File: src/design/bcg_pkg.sv
package bcg_pkg;

    // Field widths
    localparam int CLR_W          = 24;  // RGB888 word
    localparam int CH_W           = 8;   // one color channel
    localparam int NCH            = 3;   // channels per pixel
    localparam int RES_W          = 13;  // resolution registers
    localparam int NUM_W          = 21;  // holds 255 * 8191
    localparam int COORD_BITS_DEF = 12;

    // Configuration port
    localparam int ADDR_W = 5;
    localparam int DATA_W = 32;
    localparam int IDX_W  = 3;

    // Register indexes
    localparam logic [IDX_W-1:0] REG_TL     = 3'd0;
    localparam logic [IDX_W-1:0] REG_TR     = 3'd1;
    localparam logic [IDX_W-1:0] REG_BL     = 3'd2;
    localparam logic [IDX_W-1:0] REG_BR     = 3'd3;
    localparam logic [IDX_W-1:0] REG_WIDTH  = 3'd4;
    localparam logic [IDX_W-1:0] REG_HEIGHT = 3'd5;

    // Reset values
    localparam logic [CLR_W-1:0] RST_TL     = 24'h0000FF;
    localparam logic [CLR_W-1:0] RST_TR     = 24'h00FF00;
    localparam logic [CLR_W-1:0] RST_BL     = 24'hFF0000;
    localparam logic [CLR_W-1:0] RST_BR     = 24'hFFFF00;
    localparam logic [RES_W-1:0] RST_WIDTH  = 13'd640;
    localparam logic [RES_W-1:0] RST_HEIGHT = 13'd480;

endpackage

File: src/design/bcg_div.sv
// Pipelined restoring divider, one quotient bit per stage, several lanes
// sharing one divisor. The quotient must fit in Q_W bits.
module bcg_div
    import bcg_pkg::*;
#(
    parameter int LANES = NCH,
    parameter int NUM_W = bcg_pkg::NUM_W,
    parameter int DEN_W = RES_W,
    parameter int Q_W   = CH_W
)
(
    input  logic                        i_clk,
    input  logic                        i_rst_n,
    input  logic                        i_valid,
    input  logic [LANES-1:0][NUM_W-1:0] i_num,
    input  logic [DEN_W-1:0]            i_den,
    output logic                        o_valid,
    output logic [LANES-1:0][Q_W-1:0]   o_quo
);

    localparam int CMP_W = (NUM_W > DEN_W + Q_W) ? NUM_W : DEN_W + Q_W;

    logic [Q_W-1:0]                r_vld;
    logic [LANES-1:0][NUM_W-1:0]   r_rem [Q_W];
    logic [LANES-1:0][Q_W-1:0]     r_quo [Q_W];

    logic [Q_W-1:0]                s_vld;
    logic [LANES-1:0][NUM_W-1:0]   s_rem [Q_W];
    logic [LANES-1:0][Q_W-1:0]     s_quo [Q_W];
    logic [LANES-1:0][NUM_W-1:0]   n_rem [Q_W];
    logic [LANES-1:0][Q_W-1:0]     n_quo [Q_W];

    // Stage inputs: the first stage takes the port, the rest the stage before
    assign s_vld    = {r_vld[Q_W-2:0], i_valid};
    assign s_rem[0] = i_num;
    assign s_quo[0] = '0;
    for (genvar k = 1; k < Q_W; k++) begin : g_link
        assign s_rem[k] = r_rem[k-1];
        assign s_quo[k] = r_quo[k-1];
    end

    // One compare and subtract per stage and lane, MSB of the quotient first
    always_comb begin
        logic [CMP_W-1:0] d_sh;
        logic [CMP_W-1:0] rem;
        logic             ge;
        for (int k = 0; k < Q_W; k++) begin
            d_sh = CMP_W'(i_den) << (Q_W - 1 - k);
            for (int l = 0; l < LANES; l++) begin
                rem         = CMP_W'(s_rem[k][l]);
                ge          = (rem >= d_sh);
                n_rem[k][l] = ge ? NUM_W'(rem - d_sh) : s_rem[k][l];
                n_quo[k][l] = {s_quo[k][l][Q_W-2:0], ge};
            end
        end
    end

    // Valid bits
    always_ff @(posedge i_clk) begin
        if (!i_rst_n) begin
            r_vld <= '0;
        end else begin
            r_vld <= s_vld;
        end
    end

    // Partial remainders and quotients
    always_ff @(posedge i_clk) begin
        r_rem <= n_rem;
        r_quo <= n_quo;
    end

    assign o_valid = r_vld[Q_W-1];
    assign o_quo   = r_quo[Q_W-1];

endmodule

File: config.mk
export PLATFORM = sky130hd
export DESIGN_NAME = bcg_div
export DESIGN_NICKNAME = d
export VERILOG_FILES = /design/src/design/bcg_pkg.sv /design/src/design/bcg_div.sv
export SDC_FILE = /design/constraint.sdc
export NUM_CORES = 1
export LEC_CHECK = 0
export BUFFER_PORTS_ARGS = -buffer_cell sky130_fd_sc_hd__clkbuf_2
export CAP_MARGIN = 20
export CORE_MARGIN = 10
export CORE_UTILIZATION = 60
export DETAILED_ROUTE_END_ITERATION = 10
export PLACE_DENSITY = 0.8
export SKIP_LAST_GASP = 1
export SYNTH_ARGS = -nofsm -noshare
export SYNTH_HDL_FRONTEND = slang
export SYNTH_SLANG_ARGS = --single-unit
File: constraint.sdc
create_clock -name i_clk -period 9.5 [get_ports i_clk]
set_input_delay 2.375 -clock i_clk [delete_from_list [all_inputs] [get_ports i_clk]]
set_output_delay 2.375 -clock i_clk [all_outputs]
set_load 0.01 [all_outputs]
# [Yosys cells after proc, flatten, opt, wreduce, memory -nomap -nowiden]
# Cells that the tools add are included.
[word_totals] regBits=557 in_bits=79 out_inout_bits=25 word_cells=112
[classes] add_sub_neg=21 magnitude_cmp=24 n_mux=21
[ops] operator="2-to-1 mux 21 bit" count=21
[ops] operator="greater-or-equal comparator 21 x 13 -> 1 bit" count=3
[ops] operator="greater-or-equal comparator 21 x 14 -> 1 bit" count=3
[ops] operator="greater-or-equal comparator 21 x 15 -> 1 bit" count=3
[ops] operator="greater-or-equal comparator 21 x 16 -> 1 bit" count=3
[ops] operator="greater-or-equal comparator 21 x 17 -> 1 bit" count=3
[ops] operator="greater-or-equal comparator 21 x 18 -> 1 bit" count=3
[ops] operator="greater-or-equal comparator 21 x 19 -> 1 bit" count=3
[ops] operator="greater-or-equal comparator 21 x 20 -> 1 bit" count=3
[ops] operator="subtractor 21 x 14 -> 21 bit" count=3
[ops] operator="subtractor 21 x 15 -> 21 bit" count=3
[ops] operator="subtractor 21 x 16 -> 21 bit" count=3
[ops] operator="subtractor 21 x 17 -> 21 bit" count=3
[ops] operator="subtractor 21 x 18 -> 21 bit" count=3
[ops] operator="subtractor 21 x 19 -> 21 bit" count=3
[ops] operator="subtractor 21 x 20 -> 21 bit" count=3

# [Logic depth before layout (Yosys ltp)]
[depth] ltp_word=2 ltp_mapped=13 depth_no_buf=12

# [Worst setup path before layout]
# No wires, ideal clock.
[synth_path] path_type="input port to flip-flop" start="input port i_den[1]" end="register r_rem[396] in the netlist's numbering" setup_ns=0.114 t_arrival_ns=5.270 t_required_ns=9.386 path_slack_ns=4.116 cell_stages=11 n_path_buf=1 path_cell_list="inv_1 ha_1 nor2b_1 o31a_1 o41ai_1 a21oi_1 a31o_2 a41oi_2 buf_2 a21oi_1 a21o_1"
[synth_lines] element="start: declaration" line_no="bcg_div.sv:16" rtl="input logic [DEN_W-1:0] i_den,"
[synth_lines] element="end signal: assignment" line_no="bcg_div.sv:69" rtl="r_rem <= n_rem;"
[synth_lines] element="end: declaration" line_no="bcg_div.sv:24" rtl="logic [LANES-1:0][NUM_W-1:0] r_rem [Q_W];"

==> out/results.ini <==
[status]
status=finished, final reports clean

[cts]
cts_setup_buffers=0
cts_sinks=557
cts_buffers=56
ctsHtreeMaxLevel=2
cts_resized=0
clockBufferDepth=3
clk_latency_ns=0.62
cts_tree=done
clkTransAtPathRegs_ns=0.06
cts-root-buf=clkbuf_16
cts_hold_buf=0

[worst_setup_path]
reg2reg_depth=11
critPathMaxFanout=28
r2r-start=r_rem[276]
cp.required_ns=10.01
r2r_end=r_rem[229]
cp-start-kind=input pin
cp.arrival_ns=6.19
reg2reg_slack_ns=6.11
critPathCaptureType=register
worstSetupPathType=in2reg

[logic_synthesis]
ys_warn_count=0
synth_area_per_cell_um2=9.09
synth.net_count=3648
yosysSeqAreaShare_pct=37.9
ys_types=84
synth_edf_count=0
async_flop_share_pct=0
ys_seq_elements=557
syn_area_um2=29400
synth_flop_cell=dfxtp_1
syn_inst=3236

[cells_and_area]
fin_util_pct=67.0
syn_to_final_growth_pct=11.0
n_antenna_cell=0
regArea_um2=11200
num-fill-cells=3790
drive_gt1_share_pct=9.43
finalInstanceArea_um2=32600
final_cell_mix=557 x dfxtp_1, 312 x ha_1, 273 x o21ai_0, 260 x nand2_1, 248 x a21oi_1
nets=3781
layout.cells.non_filler=4077
final_common_cell=dfxtp_1
multi_input_area_um2=17600

[timing]
fmax_mhz=176
tightest_slew_ns=1.05
period_needed_ns=5.67
hold_violations=0
finalSetupViolCount=0
fin_worst_hold_slack_ns=0.323
maxSlewHeadroom_pct=29.0
rsz0062_at_grt=false
tns_ns=0
timing.final.max_slew_violations=0
finalCritPeriodShare_pct=59.7
fin_skew_ns=0.0284

[die]
row_count=81
core_area_um2=48700
fp.dieArea_um2=58300
die_h_um=241
start_util_pct=60.3
die_x_um=241
pin_count=104

[placement]
place_congestion=0.929
io_buffers=103
dp_cells=3973
hpwlAfterDp_um=49400
dpl_cell_area_um2=30700

[min_path]
hold_depth=0
min_to=n_quo[37]
worstHoldPathType=reg2reg
min_from=n_quo[60]

[routing]
dr.pass1.iters=5
ant_nets=0
viasPerCell=5.81
drtIter0Drc=1701
vias=23707
wire_per_inst_um=16.8
drc=0
drt_wl_total_um=68400

[power]
power.share.clock_pct=20.1
pwr-share-comb_pct=45.6
power.density_nw_per_um2=339
max-vdd-ir-drop_uv=165
p_int_mw=6.85
p_leak_nw=14.1
swShare_pct=38.1
p_sw_mw=4.21
p_seq_share_pct=34.3

[global_route]
grt_use_total_pct=22.8
grt_pass1_vias=22865
antenna_found_initial=0
overflow=0
grt_pass1_wl_um=110000
grt_max_degree=29

[flow_run]
max_cap_viol_count=0

[area by class of cell]
type                       instances  area share (%)
multi-input combinational       2493            53.8
sequential                       557            34.2
clock buffer                      71            4.68
tap                              664            2.55
timing repair buffer             128            2.17
inverter                         133            1.53
clock inverter                    31            1.09
[power groups by stage]
stage | registers, mW | logic (mW) | clock network (mW)
4_1_cts | 3.78 | 4.97 | 2.26
5_1_grt | 3.87 | 5.65 | 2.35
3_3_place_gp | 3.79 | 4.72 | 0
6_report | 3.80 | 5.04 | 2.22
2_1_floorplan | 3.64 | 4.02 | 0
3_5_place_dp | 3.82 | 4.92 | 0
[logic make-up (layout without fill, tap and decap cells)]
| kind of cell | count (synthesis) | count (layout) | share of synthesized area [%] |
|---|---|---|---|
| XOR/XNOR | 251 | 251 | 7.48 |
| AO/OA/AOI/OAI | 899 | 899 | 19.0 |
| buffers and inverters | 186 | 363 | 2.45 |
| AND/OR/NAND/NOR | 943 | 943 | 15.9 |
| adder cells (fa/ha/maj) | 333 | 333 | 14.7 |
| flip-flops | 557 | 557 | 37.9 |
| multiplexers | 67 | 67 | 2.52 |
[synthesized netlist by cell type, drive strengths merged, types with 5 or more instances]
cell / count / area (um2)
clkbuf: 39 / 146
nor2b: 51 / 319
nor3: 83 / 415
inv: 132 / 495
o22ai: 8 / 50.1
dfxtp: 557 / 11200
o21bai: 21 / 158
o41ai: 8 / 77.6
a21o: 98 / 736
nand3: 46 / 230
nand4b: 7 / 61.3
nor2: 232 / 871
and2: 14 / 87.6
a311oi: 5 / 43.8
or4: 18 / 139
o21a: 60 / 450
nand2: 260 / 976
a21oi: 248 / 1240
fa: 21 / 420
ha: 312 / 3900
a21boi: 9 / 67.6
o211ai: 14 / 105
o31a: 14 / 123
a31o: 8 / 70.1
nand3b: 17 / 128
nor4b: 22 / 199
or3: 12 / 75.1
a2111oi: 10 / 87.6
mux2: 56 / 631
a31oi: 26 / 169
nor3b: 13 / 103
xnor2: 126 / 1100
o31ai: 21 / 163
or2: 9 / 56.3
buf: 14 / 75.1
nand2b: 61 / 382
and3: 17 / 106
o21ai: 275 / 1380
nand4: 43 / 269
xor2: 125 / 1090
nor4: 32 / 215
a211oi: 25 / 198
mux2i: 11 / 110
[layer usage]
| layer | share of wire (%) | track usage [%] |
|---|---|---|
| met3 | 6.1 | 3.86 |
| met1 | 47 | 30.9 |
| met4 | 3.1 | 8.19 |
| met5 | 0 | 0 |
| met2 | 44 | 36.1 |
[worst max-delay path by stage]
stage                         from         end  slack [ns]  cells after the start
after floorplan           i_den[1]  r_rem[396]        4.12                     11
after global placement    i_den[1]  r_rem[186]        3.38                     13
after detailed placement  i_den[1]  r_rem[270]        3.21                     13
after CTS                 i_den[1]  r_rem[270]        3.87                     13
after global routing      i_den[1]  r_rem[186]        3.56                     13
final                     i_den[1]  r_rem[180]        3.83                     13
[through the flow]
step           worst slack, ns  power (mW)
6_report                  3.83        11.1
5_1_grt                   3.56        11.9
4_1_cts                   3.87        11.0
3_5_place_dp              3.21        8.74
3_3_place_gp              3.38        8.51
2_1_floorplan             4.12        7.65
[sequential cells by signal, indices dropped and copies added, names as in the netlist]
register  cells
r_rem       441
n_quo        84
r_vld         8
o_quo        24
[worst max-delay path: stages]
cell and delay [ns]:
clkbuf_2 0.08, buf_4 0.40, inv_2 0.19, buf_4 0.35, ha_1 0.37, nor2b_1 0.18, o31a_1 0.19, nor3_1 0.07
o41ai_1 0.37, a21oi_1 0.23, o21ai_2 0.79, o311ai_0 0.35, o21ai_0 0.19
(Power assumes the default switching activity.)
